### src/fscu_pkg.sv
// Shared types and constants of the falling-sand cell update block.
// Used by the controller, the datapath and the top level; no dependencies.
package fscu_pkg;

  // Default sizes, handed to the top level parameters
  localparam int unsigned DEF_GRID_CELLS    = 65536;
  localparam int unsigned DEF_MAX_ROW_WIDTH = 1024;

  // Field and register widths
  localparam int unsigned MODE_W     = 2;
  localparam int unsigned INDEX_W    = 16;
  localparam int unsigned TYPE_W     = 2;
  localparam int unsigned ROW_W      = 11;
  localparam int unsigned COUNT_W    = 17;
  localparam int unsigned CFG_W      = 17;
  localparam int unsigned CFG_IDX_W  = 1;

  // Register reset values
  localparam logic [ROW_W-1:0]   ROW_WIDTH_RST  = 11'd256;
  localparam logic [COUNT_W-1:0] CELL_COUNT_RST = 17'd65536;

  // Register indexes
  localparam logic [CFG_IDX_W-1:0] REG_ROW_WIDTH  = 1'b0;
  localparam logic [CFG_IDX_W-1:0] REG_CELL_COUNT = 1'b1;

  // Modes
  localparam logic [MODE_W-1:0] MODE_WRITE  = 2'd0;
  localparam logic [MODE_W-1:0] MODE_READ   = 2'd1;
  localparam logic [MODE_W-1:0] MODE_UPDATE = 2'd2;

  // Cell types
  localparam logic [TYPE_W-1:0] CELL_EMPTY = 2'd0;
  localparam logic [TYPE_W-1:0] CELL_SAND  = 2'd1;
  localparam logic [TYPE_W-1:0] CELL_WATER = 2'd2;

  typedef struct packed {
    logic [MODE_W-1:0]  mode;
    logic [INDEX_W-1:0] cell_index;
    logic [TYPE_W-1:0]  cell_type;
    logic               random_bit;
  } in_item_t;

  typedef struct packed {
    logic [TYPE_W-1:0]  read_type;
    logic               moved;
    logic [INDEX_W-1:0] target_index;
  } out_item_t;

  typedef enum logic [3:0] {
    ST_CLEAR,
    ST_IDLE,
    ST_DISPATCH,
    ST_READ_WAIT,
    ST_PROBE,
    ST_PROBE_WAIT,
    ST_WR_SRC,
    ST_WR_TGT,
    ST_RESP
  } state_e;

  typedef enum logic [1:0] {
    ADDR_CLEAR,
    ADDR_ITEM,
    ADDR_PROBE,
    ADDR_TARGET
  } addr_sel_e;

  typedef enum logic [1:0] {
    WD_EMPTY,
    WD_ITEM,
    WD_SOURCE,
    WD_TARGET
  } wd_sel_e;

  typedef struct packed {
    logic      load_item;
    logic      clear_step;
    logic      mem_re;
    logic      mem_we;
    addr_sel_e addr_sel;
    wd_sel_e   wd_sel;
    logic      cap_read;
    logic      cap_move;
    logic      set_moved;
    logic      probe_adv;
    logic      out_load;
  } ctrl_cmd_t;

  typedef struct packed {
    logic [MODE_W-1:0] mode;
    logic              clear_done;
    logic              index_ok;
    logic              update_go;
    logic              probe_blocked;
    logic              probe_ok;
    logic              probe_last;
  } ctrl_sts_t;

endpackage

### src/fscu_ctrl.sv
// Sequencer of the falling-sand cell update block.
// Depends on fscu_pkg; drives the datapath through ctrl_cmd_t.
module fscu_ctrl
  import fscu_pkg::*;
(
  input  logic      clk_i,
  input  logic      rst_ni,
  input  logic      in_valid_i,
  input  logic      out_ready_i,
  input  ctrl_sts_t sts_i,
  output logic      in_ready_o,
  output logic      out_valid_o,
  output ctrl_cmd_t cmd_o
);

  state_e state_q, state_d;
  logic   out_valid_q, out_valid_d;

  always_ff @(posedge clk_i or negedge rst_ni) begin
    if (!rst_ni) begin
      state_q     <= ST_CLEAR;
      out_valid_q <= 1'b0;
    end else begin
      state_q     <= state_d;
      out_valid_q <= out_valid_d;
    end
  end

  always_comb begin
    state_d    = state_q;
    cmd_o      = '0;
    cmd_o.addr_sel = ADDR_ITEM;
    cmd_o.wd_sel   = WD_EMPTY;
    in_ready_o = 1'b0;

    case (state_q)
      ST_CLEAR: begin
        cmd_o.mem_we     = 1'b1;
        cmd_o.addr_sel   = ADDR_CLEAR;
        cmd_o.wd_sel     = WD_EMPTY;
        cmd_o.clear_step = 1'b1;
        if (sts_i.clear_done) begin
          state_d = ST_IDLE;
        end
      end
      ST_IDLE: begin
        in_ready_o      = 1'b1;
        cmd_o.load_item = in_valid_i;
        if (in_valid_i) begin
          state_d = ST_DISPATCH;
        end
      end
      ST_DISPATCH: begin
        state_d = ST_RESP;
        case (sts_i.mode)
          MODE_WRITE: begin
            cmd_o.mem_we = sts_i.index_ok;
            cmd_o.wd_sel = WD_ITEM;
          end
          MODE_READ: begin
            if (sts_i.index_ok) begin
              cmd_o.mem_re = 1'b1;
              state_d      = ST_READ_WAIT;
            end
          end
          MODE_UPDATE: begin
            if (sts_i.update_go) begin
              state_d = ST_PROBE;
            end
          end
          default: ;
        endcase
      end
      ST_READ_WAIT: begin
        cmd_o.cap_read = 1'b1;
        state_d        = ST_RESP;
      end
      ST_PROBE: begin
        // skip blocked neighbors without a memory access
        if (sts_i.probe_blocked) begin
          cmd_o.probe_adv = 1'b1;
          if (sts_i.probe_last) begin
            state_d = ST_RESP;
          end
        end else begin
          cmd_o.mem_re   = 1'b1;
          cmd_o.addr_sel = ADDR_PROBE;
          state_d        = ST_PROBE_WAIT;
        end
      end
      ST_PROBE_WAIT: begin
        if (sts_i.probe_ok) begin
          cmd_o.cap_move = 1'b1;
          state_d        = ST_WR_SRC;
        end else begin
          cmd_o.probe_adv = 1'b1;
          state_d         = sts_i.probe_last ? ST_RESP : ST_PROBE;
        end
      end
      ST_WR_SRC: begin
        cmd_o.mem_we   = 1'b1;
        cmd_o.addr_sel = ADDR_ITEM;
        cmd_o.wd_sel   = WD_SOURCE;
        state_d        = ST_WR_TGT;
      end
      ST_WR_TGT: begin
        cmd_o.mem_we    = 1'b1;
        cmd_o.addr_sel  = ADDR_TARGET;
        cmd_o.wd_sel    = WD_TARGET;
        cmd_o.set_moved = 1'b1;
        state_d         = ST_RESP;
      end
      ST_RESP: begin
        if (!out_valid_q || out_ready_i) begin
          cmd_o.out_load = 1'b1;
          state_d        = ST_IDLE;
        end
      end
      default: begin
        state_d = ST_IDLE;
      end
    endcase
  end

  always_comb begin
    if (cmd_o.out_load) begin
      out_valid_d = 1'b1;
    end else begin
      out_valid_d = out_valid_q && !out_ready_i;
    end
  end

  assign out_valid_o = out_valid_q;

endmodule

### config.mk
export PLATFORM = sky130hd
export DESIGN_NAME = fscu_ctrl
export DESIGN_NICKNAME = d
export VERILOG_FILES = /design/src/fscu_pkg.sv /design/src/fscu_ctrl.sv
export SDC_FILE = /design/constraint.sdc
export NUM_CORES = 1
export LEC_CHECK = 0
export BUFFER_PORTS_ARGS = -buffer_cell sky130_fd_sc_hd__buf_2
export CAP_MARGIN = 20
export CORE_MARGIN = 1.5
export CORE_UTILIZATION = 46
export DETAILED_ROUTE_END_ITERATION = 6
export GPL_TIMING_DRIVEN = 0
export PLACE_DENSITY_LB_ADDON = 0.1
export SYNTH_ARGS = -nofsm -noshare
export SYNTH_HDL_FRONTEND = slang
export SYNTH_SLANG_ARGS = --single-unit
### constraint.sdc
create_clock -name clk_i -period 1.9 [get_ports clk_i]
set_input_delay 0 -clock clk_i [delete_from_list [all_inputs] [get_ports clk_i]]
set_output_delay 0 -clock clk_i [all_outputs]
set_load 0.03 [all_outputs]
==> flow_summary.ini, run 1 <==
[timing]
rsz0062_at_grt = no
maxSlewHeadroom_pct = 72.0
maxClockFrequency_mhz = 596
finalMaxSlewViolations = 0
fin_crit_sh_pct = 88.4
worst_pin_slew_ps = 418
timing.setup.tns_ps = 0
finalCriticalPeriod_ps = 1680
setup_viol = 0
hold_viol_final = 0
clock_skew_ps = 5.68

[drt]
route.detailed.drc = 0
drtIter0Drc = 21
route.vias.total = 709
via_per_inst = 5.67
dr.pass1.iters = 4
routed_wl_mm = 1.50
antenna_left = 0
routedWlPerCell_um = 12.0

[power_and_ir_drop]
comb_power_share_pct = 71.1
cellPowerDensity_nw_per_um2 = 1190
leakage_nw = 0.432
p_seq_share_pct = 16.6
power.net_switching_mw = 0.491
swShare_pct = 50.2
p_int_mw = 0.488
power_frac_clock_pct = 12.3
ir_drop_v = 0.000787

[synth]
ys_seq_elements = 5
muxShareOfSynthArea_pct = 1.78
synth_common_cells = nand2_1, nor2_1, nor2b_1
synth.most_common_cell = nand2_1
synth-main-ff-cell = dfrtp_1
synth_top_family_by_area = simple AND/OR/NAND/NOR gates
synth_edf_count = 0
syn-num-nets = 94
syn_inst = 79
yosys.area.top_type = dfrtp_1
yosys_warnings = 0
synth_compound_gate_area_share_pct = 22.2
synth_simple_gate_area_share_pct = 39.6
synth_cell_type_count = 37
synth_fa_ha_area_share_pct = 5.94
synth_top_area_share_pct = 19.8
async_flop_share_pct = 100
syn_area_per_cell_um2 = 8.00
synth-xor-area-share_pct = 0
yosysSeqAreaShare_pct = 19.8
synth.cell_area_um2 = 632
synth_top_cells_by_area = dfrtp_1, ha_1, nor2b_1, buf_6, nand2_1

[setup_path]
path_delay_family = simple AND/OR/NAND/NOR gates
arrival_ps = 1680
path_class = flip-flop to output port
cp_slowest_stage_delay_ps = 410
path_cells = buf_6 > or3b_1 > a21oi_1 > or4_1 > buf_2
endpoint_kind = output port
critPathSlowestCell = dfrtp_1
required_ps = 1900
crit_fanout = 10
crit_buf_inv = 2
startpoint_type = flip-flop

[cts]
clkTransAtPathRegs_ps = 40
hold_buffers = 1
cts.path.max_buffers = 2
cts_resized = 0
clock_sinks = 5
numCtsBuffers = 3
cts_tree = yes
post_cts_buffers = 0
clk_latency_ps = 240
clockRootBuffer = clkbuf_4
ctsHtreeMaxLevel = 1

[final_layout]
drive_gt1_share_pct = 37.3
syn2layout_area_growth_pct = 30.3
final_nets = 126
antenna_cells = 0
postLayoutCoreUtil_pct = 64.1

[grt]
grt_pass1_wl_mm = 2.20
grt_util_all_layers_pct = 20.6
grt_max_degree = 11
overflow = 0
grt_pass1_vias = 508
antenna_found_initial = 0

[place]
place.gp.congestion = 0.793
port_buffers = 26
hpwl_mm = 1.16

[die]
die_w_um = 40.1
start_util_pct = 49.2
ios = 27
die_area_um2 = 1600
rows = 13
core_um2 = 1280
fp.dieH_um = 40.1

[outcome]
status = completed

[worst_hold_path]
hold_class = input pin to flip-flop

[run]
drv_cap = 0
==> through the flow <==
stage	cells	setup slack [ps]	hold slack, ps	total power, mW	instance area [um2]
floorplan	79	226	-296	0.695	638
global placement	120	332	-188	0.850	787
detailed placement	120	350	-184	0.849	787
CTS	125	211	12.5	0.979	823
global route	125	118	40.5	1.06	823
finish	125	221	17.6	0.979	823
==> cells by family after synthesis <==
| group | after synthesis |
|---|---|
| compound gates | 19 |
| fa+ha+maj | 3 |
| buf+inv | 10 |
| flops | 5 |
| mux | 1 |
| simple gates | 41 |
==> power groups by stage <==
stage                     clock network (mW)  registers, mW  logic [mW]
final                                  0.121          0.162       0.696
after global routing                   0.136          0.164       0.756
after CTS                              0.125          0.161       0.692
after detailed placement                   0          0.163       0.687
after global placement                     0          0.161       0.688
after floorplan                            0          0.163       0.532
==> flip-flops by register name (all words and copies together) (netlist names) <==
register     cells
out_valid_o      1
state_q          4
==> cell usage in the layout, fill, tap and decap left out, types with 2 or more instances in the layout <==
| master | instances |
|---|---|
| ha_1 | 3 |
| clkbuf_4 | 3 |
| and3_1 | 4 |
| nand2_1 | 7 |
| a211oi_1 | 2 |
| nor2b_1 | 6 |
| dfrtp_1 | 5 |
| o21ai_0 | 2 |
| nand2b_1 | 2 |
| buf_2 | 26 |
| and2b_2 | 2 |
| o22a_1 | 2 |
| buf_4 | 2 |
| a21oi_1 | 4 |
| clkbuf_1 | 2 |
| buf_6 | 3 |
| nor4_1 | 2 |
| and2_1 | 2 |
| nor2_1 | 6 |
| inv_1 | 4 |
| a311oi_1 | 2 |
==> layer usage <==
metal | routed length [um] | part of all wire (%) | vias to the layer above | GRT usage (%)
li1 | - | - | 351 | -
met1 | 742 | 50 | 317 | 30.3
met2 | 627 | 42 | 38 | 28.2
met3 | 103 | 6.9 | 3 | 2.78
met4 | 24 | 1.6 | 0 | 11.2
met5 | 0 | 0 | - | 0
==> area by class of cell <==
type                    count  area, um2
plain buffers               6       52.6
flip-flops and latches      5        125
well taps                  15       18.8
inverters                   4       15.0
clock buffers               4       26.3
fillers                   125        462
repair buffers             27        140
multi-input cells          64        445
==> worst reg2reg max path, stage by stage (launching register included) <==
cell and delay [ps]:
dfrtp_1 410, buf_6 160, nand2b_4 130, o311a_1 330, a311oi_1 280, o22ai_1 120
==> final timing paths <==
path	end	depth (start not counted)	from	slack (ps)
min in group asynchronous	state_q[0]	2	rst_ni	100
hold reg to reg	out_valid_o	2	out_valid_o	540
setup / recovery	cmd_o[7]	5	state_q[0]	220
setup reg to reg	state_q[3]	5	state_q[0]	340
max in group asynchronous	out_valid_o	2	rst_ni	1670
hold / removal	state_q[2]	3	sts_i[3]	20
Note: power is estimated with default switching activity, not from simulation.
==> run 2: changes to the inputs <==
==> constraint.sdc (replaced) <==
create_clock -name clk_i -period 1.9 [get_ports clk_i]
set_input_delay 0.285 -clock clk_i [delete_from_list [all_inputs] [get_ports clk_i]]
set_output_delay 0.285 -clock clk_i [all_outputs]
set_load 0.03 [all_outputs]
==> run 2 against run 1 <==
Net effect: maximum frequency is 11% lower; largest power group unchanged; global-route usage is 0.14 points higher; hold slack better by 320 ps; routed wire length is 9.6% higher; largest cell class unchanged; setup slack worse by 200 ps; cell area is 12% higher; register-to-register slack better by 20 ps.
==> flow_summary.ini, run 2 (synthesis gave the netlist of run 1 again) <==
[drt]
routed_wl_mm = 1.64
routedWlPerCell_um = 12.7
drtIter0Drc = 28
via_per_inst = 5.63
dr.pass1.iters = 4
route.vias.total = 726
antenna_left = 0
route.detailed.drc = 0

[setup_path]
critPathLaunch = state_q[0]
worst_r2r_endpoint = state_q[3]
critPathSlowestCell = dfrtp_1
startpoint_type = flip-flop
crit_top_cell = buf_6
required_ps = 1620
r2r_slack_ps = 360
r2r-start = state_q[0]
path_cells = buf_6 > or3b_4 > a21oi_4 > or4_4 > buf_6
critical_path_depth = 5
r2r_cells = 5
endpoint_kind = output port
crit_buf_inv = 2
critPathCapture = cmd_o[7]
path_delay_family = simple AND/OR/NAND/NOR gates
path_class = flip-flop to output port
arrival_ps = 1590
cp_slowest_stage_delay_ps = 410
crit_fanout = 10

[timing]
maxSlewHeadroom_pct = 73.1
clock_skew_ps = 2.61
fin_hold_ws_ps = 333
hold_viol_final = 0
rsz0062_at_grt = yes
finalMaxSlewViolations = 0
setup_viol = 0
finalCriticalPeriod_ps = 1880
fin_crit_sh_pct = 98.9
worst_pin_slew_ps = 402
maxClockFrequency_mhz = 532

[place]
hpwl_mm = 1.15
placed_area_um2 = 793
dp.cells = 120
place.gp.congestion = 0.799
port_buffers = 26

[final_layout]
syn2layout_area_growth_pct = 46.5
finalNonFillerCells = 129
postLayoutCellArea_um2 = 926
final.fill_count = 100
largest_reg_flops = 4
drive_gt1_share_pct = 46.5
antenna_cells = 0
mostFrequentLayoutCells = buf_2, buf_4, nand2_1, nor2b_1
final_common_cell = buf_2
final_nets = 130
postLayoutCoreUtil_pct = 72.1
top_register = state_q

[cts]
cts_tree = yes
cts.path.max_buffers = 2
clk_latency_ps = 230
clockRootBuffer = clkbuf_4
clock_sinks = 5
ctsHtreeMaxLevel = 1
numCtsBuffers = 3
clkTransAtPathRegs_ps = 40

[die]
die_w_um = 40.1
core_um2 = 1280
fp.dieH_um = 40.1
ios = 27
start_util_pct = 49.2
rows = 13
die_area_um2 = 1600

[outcome]
status = completed

[grt]
antenna_found_initial = 0
overflow = 0
grt_util_all_layers_pct = 20.7
grt_pass1_wl_mm = 2.26
grt_max_degree = 11
grt_pass1_vias = 527

[power_and_ir_drop]
leakage_nw = 0.470
ir_drop_v = 0.000644
power_mw = 1.08
cellPowerDensity_nw_per_um2 = 1170

[worst_hold_path]
hold_class = input pin to flip-flop

[run]
drv_cap = 0
## run 2: cell count changes in the layout (fill, tap and decap cells not counted), sizes merged
cell | previous run | this run
buf | 31 | 36
clkbuf | 5 | 4
## run 2: per-layer routing
layer  share of wire, %  GRT usage (%)  routed length, um  vias to the layer above
met2                 45           30.6                745                       40
li1                   -              -                  -                      357
met1                 44           31.1                729                      327
met5                  0              0                  0                        -
met4               0.67           9.48                 11                        0
met3                9.3              0                152                        2
## run 2: where the power goes
part	switching (mW)	internal, mW	leakage, nW
Combinational	0.464	0.342	0.388
Sequential	0.0265	0.134	0.0664
Clock	0.0375	0.0790	0.0150
## run 2: repair_timing
| item | 4_1_cts | 5_1_grt |
|---|---|---|
| endpoints found under the setup margin | 4 | 6 |
| setup buffers | 0 | 4 |
| pin swaps | 0 | 2 |
| hold buffers | 1 | 0 |
| hold endpoints to repair | 5 | 0 |
| resized for setup | 6 | 17 |
## run 2: how the worst min path moves through the flow
stage | startpoint | endpoint | slack (ps) | cells after the start
final | sts_i[3] | state_q[2] | 330 | 3
after floorplan | rst_ni | out_valid_o | -10 | 0
after global placement | rst_ni | state_q[2] | 100 | 1
after CTS | sts_i[3] | state_q[2] | 320 | 3
after global routing | sts_i[3] | state_q[2] | 340 | 3
after detailed placement | rst_ni | state_q[2] | 100 | 1
## run 2: worst register-to-register path: stages (launching register included)
cell and delay (ps):
dfrtp_1 410, buf_6 160, nand2b_4 130, o311a_1 320
a311oi_1 270, o22ai_1 110
## run 2: area by class of cell
class | instances | area (um2) | area share (%)
inverters | 4 | 15.0 | 1.62
repair buffers | 31 | 186 | 20.1
multi-input cells | 64 | 494 | 53.4
flip-flops and latches | 5 | 125 | 13.5
clock buffers | 4 | 26.3 | 2.84
well taps | 15 | 18.8 | 2.03
plain buffers | 6 | 60.1 | 6.49
## run 2: stage by stage
step	worst slack [ps]	TNS (ps)
after floorplan	5.56	0
after global placement	191	0
after detailed placement	167	0
after CTS	3.63	0
after global routing	-15.1	-27.6
final	20.2	0
==> run 3: changes to the inputs <==
Settings changed: CORE_UTILIZATION 46 to 41.
Clock period 1.9 ns to 1.6 ns, I/O delays scaled along.
==> run 3 against run 2 <==
Net effect: cell area up 32%; non-clock buffer count grew 18; the flow now finishes with violations (negative setup slack); count of clock-buffer cells in the layout unchanged; core utilization rose by 18 points; critical path depth did not move.
==> flow_summary.ini, run 3 (synthesis gave the netlist of run 1 again) <==
[final_layout]
drive_gt1_share_pct = 65.2
postLayoutCoreUtil_pct = 89.7
top_register = state_q
final.fill_count = 55
antenna_cells = 0
regArea_um2 = 126
largest_reg_flops = 4
postLayoutCellArea_um2 = 1220
final_nets = 148
mostFrequentLayoutCells = buf_6, buf_4, buf_2
multi_input_area_um2 = 572
syn2layout_area_growth_pct = 93.9

[setup_path]
path_delay_family = simple AND/OR/NAND/NOR gates
cp_slowest_stage_delay_ps = 440
crit_buf_inv = 2
required_ps = 1360
critPathSlowestCell = dfrtp_2
endpoint_kind = output port
crit_top_cell = buf_6
path_class = flip-flop to output port
startpoint_type = flip-flop
arrival_ps = 1630
crit_fanout = 6
path_cells = buf_6 > nand2_1 > a21oi_2 > or4_4 > buf_6

[drt]
routed_wl_mm = 2.80
antenna_left = 0
route.detailed.drc = 0
dr.pass1.iters = 4
routedWlPerCell_um = 19.1
route.vias.total = 904
drtIter0Drc = 50
via_per_inst = 6.15

[grt]
overflow = 0
grt_util_all_layers_pct = 28.3
busiest_layer = met2
use_met3_pct = 1.72
globalRouteMet1Util_pct = 40.8
grt_use_met2_pct = 43.1
antenna_found_initial = 0
grt_max_degree = 11
grt_pass1_vias = 757
grt_pass1_wl_mm = 3.82

[run]
drv_cap = 0

[timing]
maxClockFrequency_mhz = 536
clock_skew_ps = 13.4
maxSlewHeadroom_pct = 79.2
worst_pin_slew_ps = 311
finalMaxSlewViolations = 0
setup_viol = 15
fin_crit_sh_pct = 117
finalCriticalPeriod_ps = 1870
setup_ws_ps = -267
rsz0062_at_grt = yes
hold_viol_final = 0

[place]
placed_area_um2 = 798
hpwl_mm = 1.29
port_buffers = 26
place.gp.congestion = 0.843

[die]
die_w_um = 42.3
ios = 27
fp.dieH_um = 42.3
start_util_pct = 46.2
core_um2 = 1370
rows = 13
die_area_um2 = 1790

[cts]
cts.path.max_buffers = 2
clockRootBuffer = clkbuf_4
numCtsBuffers = 3
clk_latency_ps = 250
ctsHtreeMaxLevel = 1
clkTransAtPathRegs_ps = 50
clock_sinks = 5
cts_tree = yes

[outcome]
violations = negative setup slack
status = complete, but fails checks

[power_and_ir_drop]
leakage_nw = 0.588
power_mw = 1.71
cellPowerDensity_nw_per_um2 = 1400
ir_drop_v = 0.000969

[worst_hold_path]
hold_class = input pin to flip-flop
run 3: cell count changes in the layout (fill, tap and decap cells not counted), sizes merged:
| cell | change |
|---|---|
| buf | +17 |
| clkbuf | +1 |
run 3: worst reg2reg max path, cell delays in order (launching register included):
cell and delay [ps]:
dfrtp_2 440, or4b_4 580, buf_6 150, nor2_4 80
a311oi_2 60, o22a_1 240
run 3: final timing paths:
kind	from	endpoint	slack, ps	cells after the start
max	state_q[1]	cmd_o[7]	-270	5
min	sts_i[3]	state_q[2]	270	3
max reg2reg	state_q[1]	state_q[0]	-60	5
min reg2reg	out_valid_o	out_valid_o	620	2
max in group asynchronous	rst_ni	state_q[3]	1050	2
min in group asynchronous	rst_ni	state_q[1]	400	2
run 3: final cells by class:
| type | count | area share [%] |
|---|---|---|
| Multi-Input combinational cell | 64 | 46.7 |
| Sequential cell | 5 | 10.3 |
| Buffer | 6 | 6.64 |
| Tap cell | 15 | 1.53 |
| Inverter | 4 | 1.23 |
| Clock buffer | 4 | 2.15 |
| Timing Repair Buffer | 49 | 31.5 |
run 3: what timing repair did:
item | 4_1_cts | 5_1_grt
gates resized for setup | 34 | 26
pin swaps | 9 | 10
endpoints found under the setup margin | 14 | 17
buffers inserted | 13 | 8
gates cloned | 1 | 1
endpoints found under the hold margin | 5 | 0
hold buffers | 1 | 0
run 3: per-layer routing:
metal	share of wire [%]	routed length (um)	vias up
li1	-	-	401
met1	41	1150	426
met2	49	1370	62
met3	6.7	188	15
met4	3.2	91	0
met5	0	0	-
run 3: stage by stage:
| stage | setup slack, ps | hold WS (ps) | setup TNS [ps] | instances |
|---|---|---|---|---|
| CTS | -190 | 263 | -1330 | 139 |
| finish | -267 | 270 | -1860 | 147 |
| global route | -303 | 274 | -2540 | 147 |
| global placement | -79.8 | 53.5 | -185 | 120 |
| detailed placement | -85.4 | 56.7 | -222 | 120 |
| floorplan | -249 | -55.6 | -557 | 79 |
run 3: power by group:
part / switching [mW] / internal (mW)
clock network: 0.0599 / 0.0948
registers: 0.0337 / 0.161
logic: 0.716 / 0.648
